## config.mk

```make
export PLATFORM = sky130hd
export DESIGN_NAME = hex_dump_line_formatter
export DESIGN_NICKNAME = d
export VERILOG_FILES = /design/src/rtl/hdlf_pkg.sv /design/src/rtl/hex_dump_line_formatter.sv /design/src/rtl/hdlf_ctrl.sv /design/src/rtl/hdlf_datapath.sv
export SDC_FILE = /design/constraint.sdc
export NUM_CORES = 1
export LEC_CHECK = 0
export BUFFER_PORTS_ARGS = -buffer_cell sky130_fd_sc_hd__buf_2
export CORE_AREA = 2 2 134 136
export CTS_CLUSTER_SIZE = 20
export DETAILED_ROUTE_END_ITERATION = 12
export DIE_AREA = 0 0 136 138
export PLACE_DENSITY_LB_ADDON = 0.2
export SLEW_MARGIN = 20
export SYNTH_ARGS = -nofsm -noshare
export SYNTH_HDL_FRONTEND = slang
export SYNTH_SLANG_ARGS = --single-unit
```

## constraint.sdc

```tcl
create_clock -name clock -period 9.3 [get_ports clock]
set_input_delay 1.86 -clock clock [delete_from_list [all_inputs] [get_ports clock]]
set_output_delay 1.86 -clock clock [all_outputs]
set_load 0.01 [all_outputs]
```

## src/rtl/hdlf_pkg.sv

```systemverilog
// shared types, constants and character helpers for the hex dump line formatter
// used by hdlf_ctrl, hdlf_datapath and hex_dump_line_formatter; no dependencies
package hdlf_pkg;

   // line geometry
   localparam int BYTES_PER_LINE_DEF = 16;
   localparam int STORE_DEPTH        = 16;
   localparam int STORE_IDX_W        = 4;
   localparam int FILL_W             = 5;
   localparam int CNT_W              = 6;

   // ascii codes
   localparam logic [7:0] CHAR_SPACE   = 8'h20;
   localparam logic [7:0] CHAR_BAR     = 8'h7c;
   localparam logic [7:0] CHAR_NL      = 8'h0a;
   localparam logic [7:0] CHAR_DOT     = 8'h2e;
   localparam logic [7:0] PRINT_LOW    = 8'h20;
   localparam logic [7:0] PRINT_HIGH   = 8'h7e;
   localparam logic [3:0] NIBBLE_MASK  = 4'hf;

   // sequencer states
   typedef enum logic [3:0] {
      S_IDLE,
      S_LEAD,
      S_HI,
      S_LO,
      S_PAD,
      S_SEP,
      S_OPEN,
      S_GUT,
      S_CLOSE,
      S_NL
   } state_type;

   // character source for the output register
   typedef enum logic [2:0] {
      SEL_SPACE,
      SEL_HI,
      SEL_LO,
      SEL_BAR,
      SEL_GUT,
      SEL_NL
   } char_sel_type;

   // counter operation
   typedef enum logic [2:0] {
      CNT_HOLD,
      CNT_DEC,
      CNT_INC,
      CNT_LOAD_PAD,
      CNT_LOAD_ONE,
      CNT_ZERO
   } cnt_op_type;

   typedef struct packed {
      logic         accept;
      logic         emit;
      char_sel_type sel;
      logic         last;
      cnt_op_type   cnt_op;
      logic         clear_fill;
   } cmd_type;

   typedef struct packed {
      logic out_free;
      logic cnt_zero;
      logic close;
      logic pad_zero;
      logic gut_last;
   } status_type;

   // lowercase hex digit of a nibble
   function automatic logic [7:0] hex_char(input logic [3:0] nib);
      logic [7:0] c;
      if (nib < 4'd10) c = 8'h30 + {4'd0, nib};
      else             c = 8'h57 + {4'd0, nib};
      return c;
   endfunction

   // printable bytes pass, all others show as a dot
   function automatic logic [7:0] gutter_char(input logic [7:0] b);
      logic [7:0] c;
      if (b >= PRINT_LOW && b <= PRINT_HIGH) c = b;
      else                                   c = CHAR_DOT;
      return c;
   endfunction

endpackage

```

## src/rtl/hex_dump_line_formatter.sv

```systemverilog
// a byte taken in S_IDLE sends the sequencer to S_LEAD, which emits its first character
// throughput: one character per cycle while the output register is free; a byte
// emits lead spaces and its hex pair, plus padding, separator, bars, gutter and newline
// when it closes a line; the sequencer emits every character through a single output register
// reset: synchronous, active high; clears the sequencer, fill count, counter and valid
module hex_dump_line_formatter
   import hdlf_pkg::*;
#(
   parameter int BYTES_PER_LINE = BYTES_PER_LINE_DEF
) (
   input  logic       clock,
   input  logic       reset,
   input  logic       req_valid,
   output logic       req_ready,
   input  logic [7:0] req_data_byte,
   input  logic       req_final_byte,
   output logic       rsp_valid,
   input  logic       rsp_ready,
   output logic [7:0] rsp_out_char,
   output logic       rsp_run_end
);

   cmd_type    cmd;
   status_type status;

   // sequencer
   hdlf_ctrl u_ctrl (
      .clock     (clock),
      .reset     (reset),
      .req_valid (req_valid),
      .req_ready (req_ready),
      .status    (status),
      .cmd       (cmd)
   );

   // store, counters and output register
   hdlf_datapath #(
      .BYTES_PER_LINE (BYTES_PER_LINE)
   ) u_datapath (
      .clock          (clock),
      .reset          (reset),
      .req_data_byte  (req_data_byte),
      .req_final_byte (req_final_byte),
      .rsp_valid      (rsp_valid),
      .rsp_ready      (rsp_ready),
      .rsp_out_char   (rsp_out_char),
      .rsp_run_end    (rsp_run_end),
      .cmd            (cmd),
      .status         (status)
   );

endmodule

```

## src/rtl/hdlf_ctrl.sv

```systemverilog
// sequencer for the hex dump line formatter: walks the characters of one byte
// depends on hdlf_pkg; drives the datapath through cmd_type, reads status_type
module hdlf_ctrl
   import hdlf_pkg::*;
(
   input  logic       clock,
   input  logic       reset,
   input  logic       req_valid,
   output logic       req_ready,
   input  status_type status,
   output cmd_type    cmd
);

   state_type state_ff;
   state_type state_in;
   logic      step;

   // a character may be produced when the output register is free
   assign step      = status.out_free;
   assign req_ready = (state_ff == S_IDLE);

   // state register
   always_ff @(posedge clock) begin
      if (reset) state_ff <= S_IDLE;
      else       state_ff <= state_in;
   end

   // next state
   always_comb begin
      state_in = state_ff;
      unique case (state_ff)
         S_IDLE:  if (req_valid) state_in = S_LEAD;
         S_LEAD:  if (step && status.cnt_zero) state_in = S_HI;
         S_HI:    if (step) state_in = S_LO;
         S_LO: begin
            if (step) begin
               if (!status.close)        state_in = S_IDLE;
               else if (status.pad_zero) state_in = S_SEP;
               else                      state_in = S_PAD;
            end
         end
         S_PAD:   if (step && status.cnt_zero) state_in = S_SEP;
         S_SEP:   if (step && status.cnt_zero) state_in = S_OPEN;
         S_OPEN:  if (step) state_in = S_GUT;
         S_GUT:   if (step && status.gut_last) state_in = S_CLOSE;
         S_CLOSE: if (step) state_in = S_NL;
         S_NL:    if (step) state_in = S_IDLE;
         default: state_in = S_IDLE;
      endcase
   end

   // commands
   always_comb begin
      cmd            = '0;
      cmd.sel        = SEL_SPACE;
      cmd.cnt_op     = CNT_HOLD;
      unique case (state_ff)
         S_IDLE: cmd.accept = req_valid;
         S_LEAD: begin
            cmd.emit = step;
            if (!status.cnt_zero) cmd.cnt_op = CNT_DEC;
         end
         S_HI: begin
            cmd.emit = step;
            cmd.sel  = SEL_HI;
         end
         S_LO: begin
            cmd.emit = step;
            cmd.sel  = SEL_LO;
            cmd.last = !status.close;
            if (status.pad_zero) cmd.cnt_op = CNT_LOAD_ONE;
            else                 cmd.cnt_op = CNT_LOAD_PAD;
         end
         S_PAD: begin
            cmd.emit = step;
            if (status.cnt_zero) cmd.cnt_op = CNT_LOAD_ONE;
            else                 cmd.cnt_op = CNT_DEC;
         end
         S_SEP: begin
            cmd.emit = step;
            if (!status.cnt_zero) cmd.cnt_op = CNT_DEC;
         end
         S_OPEN: begin
            cmd.emit   = step;
            cmd.sel    = SEL_BAR;
            cmd.cnt_op = CNT_ZERO;
         end
         S_GUT: begin
            cmd.emit   = step;
            cmd.sel    = SEL_GUT;
            cmd.cnt_op = CNT_INC;
         end
         S_CLOSE: begin
            cmd.emit = step;
            cmd.sel  = SEL_BAR;
         end
         S_NL: begin
            cmd.emit       = step;
            cmd.sel        = SEL_NL;
            cmd.last       = 1'b1;
            cmd.clear_fill = step;
         end
         default: cmd = '0;
      endcase
   end

endmodule

```

## src/rtl/hdlf_datapath.sv

```systemverilog
// datapath of the hex dump line formatter: line store, counters, output register
// depends on hdlf_pkg; controlled by hdlf_ctrl through cmd_type
module hdlf_datapath
   import hdlf_pkg::*;
#(
   parameter int BYTES_PER_LINE = BYTES_PER_LINE_DEF
) (
   input  logic       clock,
   input  logic       reset,
   input  logic [7:0] req_data_byte,
   input  logic       req_final_byte,
   output logic       rsp_valid,
   input  logic       rsp_ready,
   output logic [7:0] rsp_out_char,
   output logic       rsp_run_end,
   input  cmd_type    cmd,
   output status_type status
);

   localparam logic [FILL_W-1:0] LINE_LEN = FILL_W'(BYTES_PER_LINE);

   logic [7:0]        store [STORE_DEPTH];
   logic [7:0]        byte_ff;
   logic              fin_ff;
   logic [FILL_W-1:0] fill_ff;
   logic [FILL_W-1:0] fill_in;
   logic [CNT_W-1:0]  cnt_ff;
   logic [CNT_W-1:0]  cnt_in;
   logic [FILL_W-1:0] room;
   logic [CNT_W-1:0]  pad;
   logic [FILL_W-1:0] fill_dec;
   logic [7:0]        gut_ff;
   logic              valid_ff;
   logic              valid_in;
   logic [7:0]        char_ff;
   logic [7:0]        char_in;
   logic              end_ff;

   // pad length of the hex column, three characters per missing byte
   assign room     = LINE_LEN - fill_ff;
   assign pad      = {room, 1'b0} + {1'b0, room};
   assign fill_dec = fill_ff - FILL_W'(1);

   assign status.out_free = !valid_ff || rsp_ready;
   assign status.cnt_zero = (cnt_ff == '0);
   assign status.close    = (fill_ff >= LINE_LEN) || fin_ff;
   assign status.pad_zero = (fill_ff == LINE_LEN);
   assign status.gut_last = (cnt_ff[STORE_IDX_W-1:0] == fill_dec[STORE_IDX_W-1:0]);

   // line store, written at the open slot on each accepted byte
   always_ff @(posedge clock) begin
      if (cmd.accept) store[fill_ff[STORE_IDX_W-1:0]] <= req_data_byte;
   end

   // gutter byte, registered read at the next gutter index
   always_ff @(posedge clock) begin
      gut_ff <= store[cnt_in[STORE_IDX_W-1:0]];
   end

   // current byte
   always_ff @(posedge clock) begin
      if (cmd.accept) begin
         byte_ff <= req_data_byte;
         fin_ff  <= req_final_byte;
      end
   end

   // line fill count
   always_comb begin
      fill_in = fill_ff;
      if (cmd.accept)          fill_in = fill_ff + FILL_W'(1);
      else if (cmd.clear_fill) fill_in = '0;
   end

   always_ff @(posedge clock) begin
      if (reset) fill_ff <= '0;
      else       fill_ff <= fill_in;
   end

   // shared counter: lead spaces, padding, separator, gutter index
   always_comb begin
      cnt_in = cnt_ff;
      if (cmd.accept) begin
         cnt_in = (fill_ff == '0) ? CNT_W'(1) : '0;
      end else if (cmd.emit) begin
         unique case (cmd.cnt_op)
            CNT_HOLD:     cnt_in = cnt_ff;
            CNT_DEC:      cnt_in = cnt_ff - CNT_W'(1);
            CNT_INC:      cnt_in = cnt_ff + CNT_W'(1);
            CNT_LOAD_PAD: cnt_in = pad - CNT_W'(1);
            CNT_LOAD_ONE: cnt_in = CNT_W'(1);
            CNT_ZERO:     cnt_in = '0;
            default:      cnt_in = cnt_ff;
         endcase
      end
   end

   always_ff @(posedge clock) begin
      if (reset) cnt_ff <= '0;
      else       cnt_ff <= cnt_in;
   end

   // character select
   always_comb begin
      unique case (cmd.sel)
         SEL_SPACE: char_in = CHAR_SPACE;
         SEL_HI:    char_in = hex_char(byte_ff[7:4] & NIBBLE_MASK);
         SEL_LO:    char_in = hex_char(byte_ff[3:0] & NIBBLE_MASK);
         SEL_BAR:   char_in = CHAR_BAR;
         SEL_GUT:   char_in = gutter_char(gut_ff);
         SEL_NL:    char_in = CHAR_NL;
         default:   char_in = CHAR_SPACE;
      endcase
   end

   // output register, holds one character until its transfer
   assign valid_in = cmd.emit ? 1'b1 : (valid_ff && !rsp_ready);

   always_ff @(posedge clock) begin
      if (reset) valid_ff <= 1'b0;
      else       valid_ff <= valid_in;
   end

   always_ff @(posedge clock) begin
      if (cmd.emit) begin
         char_ff <= char_in;
         end_ff  <= cmd.last;
      end
   end

   assign rsp_valid    = valid_ff;
   assign rsp_out_char = char_ff;
   assign rsp_run_end  = end_ff;

endmodule

```

Word level (Yosys, flattened, before mapping). Memories as Yosys holds them, arrays and structs flattened. A register that Yosys moved wholly into a read port is not among the register bits. Index checks and enable logic that the tools add are counted. Widths: inputs -> output; s select.

Flip-flop bits (word level): 34. Output and inout bits: 11. Bits in writable memories: 128. Memories: 1. Input bits: 13.

$add $sub $neg: 11. $lt $le $gt $ge: 5. Reduce and logical (&&, ||, !) cells: 20. Muxes and demuxes: 35. Equality and inequality tests: 31.

Memories: u_datapath.store (words 16, width 8, read ports 1, clocked after memory_dff 1, write ports 1, line hdlf_datapath.sv:22) `logic [7:0] store [STORE_DEPTH];`.

Operators by type and width (count): $mux 4 (11); $pmux 4 s10 (1); $pmux 8 s5 (1); $pmux 3 s5 (2); $pmux 6 s5 (1); $mux 8 (3); $ne 2x1->1 const B (9); $add 7x4->8 const A (2); $eq 4x3->1 const B (4); $add 6x4->7 const A (2); $eq 3x2->1 const B (4); $eq 3x3->1 const B (4); $mux 6 (2); $sub 6x1->6 const B (2); $mux 5 (2); $reduce_and 10->1 (1); $mux 1 (9); $reduce_or 9->1 (1); $eq 4x2->1 const B (2); $eq 4x4->1 const B (2); $ge 8x6->1 const B (1); $le 8x7->1 const B (1); $lt 4x4->1 const B (2); $add 6x1->6 const B (1); 22 further kinds (32).

Logic depth before layout (Yosys ltp). Gate-level depths: netlist (run 1).

Word-level depth: 7. Gate-level depth with buffers: 14. Gate-level depth less buffers: 13.

Hierarchy. From an unflattened synthesis (run 1), not the netlist that was laid out.

Cells, all modules: 601. Area, all modules: 7935.1 um^2.

By module, submodules not included: hdlf_datapath (times used 1, cells each 533, area each 7502.2 um^2, seq. area each 4784.6 um^2); hdlf_ctrl (times used 1, cells each 68, area each 432.9 um^2, seq. area each 80.1 um^2).

Worst setup path before layout (run 1). Ideal clock, no wire load.

Path type: in2reg. Start: in rsp_ready. End: reg u_datapath.gut_ff[4], read port of u_datapath.store. Slack: 5.614 ns. Cell stages on the path: 8. Library setup time: 0.138 ns. Data required time: 9.162 ns. Path buffers: 1. Arrival time: 3.548 ns. Cells stage by stage: nor2b_1 nor3_2 and2_4 mux2i_4 buf_6 mux4_1 mux2i_1 mux2i_1.

Word-level cells in the longest chain between the ends: 4.

Ends and longest elaborated chain: start: declaration (line hex_dump_line_formatter.sv:18) `input logic rsp_ready,`; $logic_or 1x1->1 (line hdlf_datapath.sv:44) `assign status.out_free = !valid_ff || rsp_ready;`; $mux 1 (line hdlf_ctrl.sv:57) `unique case (state_ff)`; $mux 6 (line hdlf_datapath.sv:85) `end else if (cmd.emit) begin`; $mux 6 (line hdlf_datapath.sv:83) `if (cmd.accept) begin`; end: declaration (line hdlf_datapath.sv:32) `logic [7:0] gut_ff;`.

Every way passes these cells. The select of a mux whose other input is x is not followed. A chain may end at the register's enable or synchronous reset.

Final worst setup path (run 1).
Start: reg u_ctrl.state_ff[1]. End: reg u_datapath.gut_ff[1], read port of u_datapath.store.

Word-level cells in the longest chain between the ends: 7.

Ends and longest elaborated chain: start: declaration (line hdlf_ctrl.sv:14) `state_type state_ff;`; start signal: assignment (line hdlf_ctrl.sv:25) `else state_ff <= state_in;`; $eq 4x1->1 / $eq 4x3->1 (equally long branches) (line hdlf_ctrl.sv:57); $reduce_or 2->1 (no line); $pmux 3 s5 (line hdlf_ctrl.sv:57); $eq 3x3->1 (tied with other cells) (line hdlf_datapath.sv:86) `unique case (cmd.cnt_op)`; $pmux 6 s5 (line hdlf_datapath.sv:86); $mux 6 (line hdlf_datapath.sv:85); $mux 6 * (line hdlf_datapath.sv:83).

Every way passes the cells marked *; elsewhere a longest branch is shown, timed or not. The select of a mux whose other input is x is not followed.

==> metrics.txt, run 1 <==
status=completed; Post-Syn Nets=536; crit path cell chain=nor2b_1 -> nand3_1 -> inv_1 -> fa_1 -> or2_1 -> a2111oi_1 -> nor3_1 -> mux2i_4 -> buf_4 -> mux4_1 -> mux2i_1 -> mux2i_1; yosys synthesis warning count=0; Iteration-0 DRC Markers=267; initial antenna violation count=0; Final min period=4.71 ns; Synth Area in Compound Gates=5.51%; All-Layer GR Usage=17.3%; # clock sinks=170; num rows=49; design area=0.00852 sq mm; Final setup viols=0; total gr overflow=0; Starting Density=43.5%; IO Port Bufs=23; residual DRC count=0; deepest level of the CTS H-tree=4; Post-synth EDFFs=146; Crit. End Element=register; I/O pin count=24; Setup CP Type=register to register; HP Class=register to register; later-pin clock latency in the skew report=0.42 ns; nets@finish=559; wire length per cell=19.9 um; largest net degree at the start of global routing=34; Post-CTS Hold Fix Bufs=0; Fin. Hold Viols=0; top sig layer=met4; Die H=138 um; Int Pwr=1.75 mW; Post-Syn Instances=502; slowest stage cell on the critical path=mux4_1; CP most frequent cell=mux2i_1; reported net switching power=0.885 mW; vias per inst=5.39; layout overhead on the synthesized area=11.6%; post-route antenna net violation count=0; metal2 WL=7.39 mm; highest clock rate=212 MHz; Yosys cell types=58; core area=0.0175 sq mm; Final Skew=0.0109 ns; CP peak stage delay=0.63 ns; VDD IR max=150 uV; FF+latch count, synth=170; top cell type's share of synthesized area=57.4%; final wirelength=15.2 mm; most frequent cell after synthesis=edfxtp_1; Yosys top cell by area=edfxtp_1; worst path buffer plus inverter count=2; First-pass DRT Iterations=5; met3 WL post-DR=578 um; Leak Pwr=2.93 nW; Slew Viols, Final=0; Place WS=4.59 ns; final period utilization=50.7%; share of layout cells above drive strength 1=18.6%; Reg clk slew, reported paths=0.06 ns; max_cap viols=0; crit path max fanout=33; delay-heaviest family, CP=multiplexers; total CTS buffers=17; # diodes=0; Post-CTS Setup Inserts=0; gp weighted congestion=0.861; area share of and/or/nand/nor cells after synthesis=7.64%; r2r setup slk=4.59 ns; multiplexer share of the synthesized area=13.9%; RSZ-0062 raised after global routing=no; PwrDens=309 mW/mm^2; largest family of logic cells by synthesized area=multiplexers; Post-synth top cells=146 x edfxtp_1, 35 x nor2_1, 29 x mux2i_1, 28 x mux4_2, 27 x nand2_1; sequential share of the synthesized area=63.7%; post-detail-place hpwl=10.1 mm; combinational share of power=35.2%; post-synthesis adder-cell area fraction=3.54%; vias in the first global route=4129; Mean Syn Cell Area=15.2 sq um; Synth Area in XOR/XNOR=2.41%; final worst slack=4.59 ns; first-pass GRT wire length=24.0 mm; main flop type after synthesis=edfxtp_1; clock root cell=clkbuf_16; DRT met1 WL=7.19 mm; CTS tree=done; share of async-settable or async-resettable flops after synthesis=0%; Worst EP required=9.56 ns; Flop pwr share=38.3%; Worst EP arrival=4.97 ns; Slew HR=30.8%; slew at the pin closest to its max-slew limit=1.03 ns; Clk network pwr share=26.4%; die width=136 um; PostCTS Resize Cnt=0; top cells by area, synth=edfxtp_1 57%, mux4_2 8.3%, dfxtp_1 6.3%; Placement Cell Area=0.00793 sq mm; clock tree buffer depth=2; Net Sw Frac=33.6%; Post-Route Setup TNS=0 ns; vias=4131; Post-Syn Area=0.00763 sq mm; Worst Setup Start Kind=register; Die Area=0.0188 sq mm
[flip-flops by register name, indices dropped and copies added (netlist names)]
| signal | cells |
|---|---|
| u_ctrl.state_ff | 4 |
| u_datapath.byte_ff | 8 |
| u_datapath.cnt_ff | 6 |
| u_datapath.fill_ff | 5 |
| u_datapath.fin_ff | 1 |
| u_datapath.gut_ff | 8 |
| u_datapath.rsp_out_char | 8 |
| u_datapath.rsp_run_end | 1 |
| u_datapath.rsp_valid | 1 |
| u_datapath.store | 128 |
[worst reg2reg max path: stages, from the launching register on]
cell and delay, ns:
dfxtp_1 0.62, nor2b_1 0.39, nand3_1 0.41, inv_1 0.22, fa_1 0.42, or2_1 0.23
a2111oi_1 0.39, nor3_1 0.13, mux2i_4 0.14, buf_4 0.56, mux4_1 0.65, mux2i_1 0.29
mux2i_1 0.12
[power by group through the flow]
stage | combinational [mW] | sequential (mW) | clock (mW)
after global placement | 0.925 | 1.02 | 0
after floorplan | 0.761 | 0.991 | 0
after detailed placement | 0.937 | 1.03 | 0
after global routing | 1.04 | 1.02 | 0.740
after CTS | 0.941 | 1.01 | 0.708
final | 0.929 | 1.01 | 0.697
[path summary, 6_finish.rpt]
check,cells after the start,start,endpoint
max,12,u_ctrl.state_ff[1],u_datapath.gut_ff[1]
max reg2reg,12,u_ctrl.state_ff[1],u_datapath.gut_ff[1]
min,2,u_datapath.fill_ff[1],u_datapath.fill_ff[1]
min reg2reg,2,u_datapath.fill_ff[1],u_datapath.fill_ff[1]
[stage by stage]
stage | std cells | total power [mW] | util, % | hold slack [ns]
after detailed placement | 735 | 1.96 | 45.2 | 0.529
after global placement | 735 | 1.95 | 45.2 | 0.515
after global routing | 767 | 2.80 | 48.6 | 0.580
after floorplan | 502 | 1.75 | - | 0.494
final | 767 | 2.64 | 48.6 | 0.538
after CTS | 767 | 2.66 | 48.6 | 0.538
[cells by family after synthesis]
group / after synthesis
AO/OA/AOI/OAI: 64
XOR/XNOR: 21
adder cells (fa/ha/maj): 21
buffers and inverters: 46
flip-flops: 170
multiplexers: 63
other: 1
AND/OR/NAND/NOR: 116
[final cells by class]
| class | count | area [sq um] |
|---|---|---|
| repair buffers | 26 | 138 |
| clock buffers | 20 | 447 |
| fillers | 1518 | 9010 |
| multi-input cells | 286 | 2550 |
| flip-flops and latches | 170 | 4860 |
| clock inverters | 12 | 143 |
| well taps | 229 | 287 |
| inverters | 24 | 90.1 |
[cell usage in the layout, fill, tap and decap left out, types with 17 or more instances in the layout]
| cell | synthesis | routed |
|---|---|---|
| mux4_2 | 28 | 28 |
| mux2i_1 | 29 | 29 |
| ha_1 | 20 | 20 |
| nor2_1 | 35 | 35 |
| clkbuf_16 | 0 | 17 |
| dfxtp_1 | 24 | 24 |
| nand2_1 | 27 | 27 |
| buf_2 | 3 | 23 |
| inv_1 | 23 | 23 |
| a21oi_1 | 24 | 24 |
| edfxtp_1 | 146 | 146 |
[metal layers]
metal / global-route usage (%) / vias to the layer above
li1: - / 1967
met1: 24.8 / 2057
met2: 26.9 / 101
met3: 3.67 / 6
met4: 4.93 / 0
met5: 0 / -
No activity file was read; power rests on OpenSTA's default activity.
==> run 2, diff against run 1 <==
==> constraint.sdc (replaced) <==
create_clock -name clock -period 4.46 [get_ports clock]
set_input_delay 0.892 -clock clock [delete_from_list [all_inputs] [get_ports clock]]
set_output_delay 0.892 -clock clock [all_outputs]
set_load 0.01 [all_outputs]
==> run 2 against run 1 <==
  * Clock skew barely moved
  * Critical path depth is the same
  * Global-route usage is 0.59 points higher
  * Sequential share of layout area down 0.27 points
  * Die area did not move
  * Power is 110% higher
  * Sequential cell count did not move
  * Wire length grew 3.2%
  * Sequential power grew 100%
  * Critical path type unchanged
==> metrics.txt, run 2 (synthesis gave the netlist of run 1 again) <==
Worst EP required=4.75 ns; Slew Viols, Final=0; RSZ-0062 raised after global routing=no; initial antenna violation count=0; vias in the first global route=4362; crit path max fanout=33; Slew HR=28.4%; Crit. End Element=register; Die Area=0.0188 sq mm; final wirelength=15.7 mm; Worst Setup Start Kind=register; HP Class=register to register; Final min period=3.76 ns; Final Skew=0.0108 ns; Fin. Hold Viols=0; vias per inst=5.45; CTS tree=done; # clock sinks=170; later-pin clock latency in the skew report=0.43 ns; residual DRC count=0; vias=4227; die width=136 um; Post-CTS Setup Inserts=0; Worst EP arrival=4.06 ns; Starting Density=43.5%; Non-Filler Instances=775; core area=0.0175 sq mm; wire length per cell=20.3 um; FF-to-FF Start=u_ctrl.state_ff[1]; max_cap viols=0; num rows=49; layout overhead on the synthesized area=12.1%; clock root cell=clkbuf_16; total gr overflow=0; # diodes=0; largest net degree at the start of global routing=34; design area=0.00856 sq mm; worst r2r path cells=12; Placement Cell Area=0.00800 sq mm; Post-Route Setup TNS=0 ns; final total power=5.49 mW; share of layout cells above drive strength 1=19.6%; post-route antenna net violation count=0; All-Layer GR Usage=17.9%; status=completed; highest clock rate=266 MHz; most common cell after layout, fill and taps aside=edfxtp_1; PwrDens=641 mW/mm^2; Setup CP Type=register to register; commonest cells after routing, fill and taps aside=146 x edfxtp_1, 35 x nor2_1, 29 x mux2i_1; deepest level of the CTS H-tree=4; CP startpoint=u_ctrl.state_ff[1]; Reg clk slew, reported paths=0.06 ns; IO Port Bufs=23; Post-CTS Hold Fix Bufs=0; I/O pin count=24; max reg flops=128; cell count after placement=743; PostCTS Resize Cnt=0; Die H=138 um; VDD IR max=325 uV; gp weighted congestion=0.844; Final setup viols=0; total CTS buffers=17; Iteration-0 DRC Markers=332; hold_sp=u_datapath.fill_ff[4]; slew at the pin closest to its max-slew limit=1.07 ns; First-pass DRT Iterations=5; final period utilization=84.4%; Leak Pwr=2.96 nW; nets@finish=567; WHS Path Cells=2; clock tree buffer depth=2; post-detail-place hpwl=10.5 mm; Util after Layout=48.8%; first-pass GRT wire length=24.9 mm
-- run 2: layout make-up --
cell class / instances / area, sq um
Sequential cell: 170 / 4860
Tap cell: 229 / 287
Clock buffer: 21 / 450
Timing Repair Buffer: 34 / 210
Multi-Input combinational cell: 286 / 2540
Inverter: 24 / 90.1
Fill cell: 1500 / 8970
Clock inverter: 11 / 113
-- run 2: stage by stage --
step	hold slack (ns)	setup WS, ns
6_report	0.533	0.696
3_3_place_gp	0.509	0.856
3_5_place_dp	0.527	0.667
4_1_cts	0.536	0.677
5_1_grt	0.597	0.423
2_1_floorplan	0.494	0.908
-- run 2: final timing paths --
check | to | slack, ns
setup / recovery | u_datapath.gut_ff[1] | 0.70
hold / removal | u_datapath.fill_ff[4] | 0.53
setup reg to reg | u_datapath.gut_ff[1] | 0.70
hold reg to reg | u_datapath.fill_ff[4] | 0.53
-- run 2: report_power, final --
group	switching, mW	internal [mW]
logic	1.13	0.901
clock network	0.607	0.793
registers	0.118	1.93
total	1.86	3.63
-- run 2: metal layers --
| metal | GRT usage [%] | part of all wire [%] | vias to the layer above | wire length [um] |
|---|---|---|---|---|
| met1 | 24.8 | 46 | 2112 | 7250 |
| met4 | 6.14 | 1.6 | 0 | 258 |
| met2 | 27.8 | 48 | 113 | 7510 |
| met5 | 0 | 0 | - | 0 |
| li1 | - | - | 1981 | - |
| met3 | 4.25 | 4.5 | 21 | 708 |
-- run 2: critical path, stage by stage, from the launching register on --
cell       delay (ns)
dfxtp_1          0.33
nor2b_1          0.34
nand3_1          0.16
inv_1            0.12
fa_1             0.41
or2_1            0.23
a2111oi_1        0.40
nor3_1           0.14
mux2i_4          0.18
buf_12           0.29
mux4_1           0.58
mux2i_1          0.31
mux2i_1          0.12
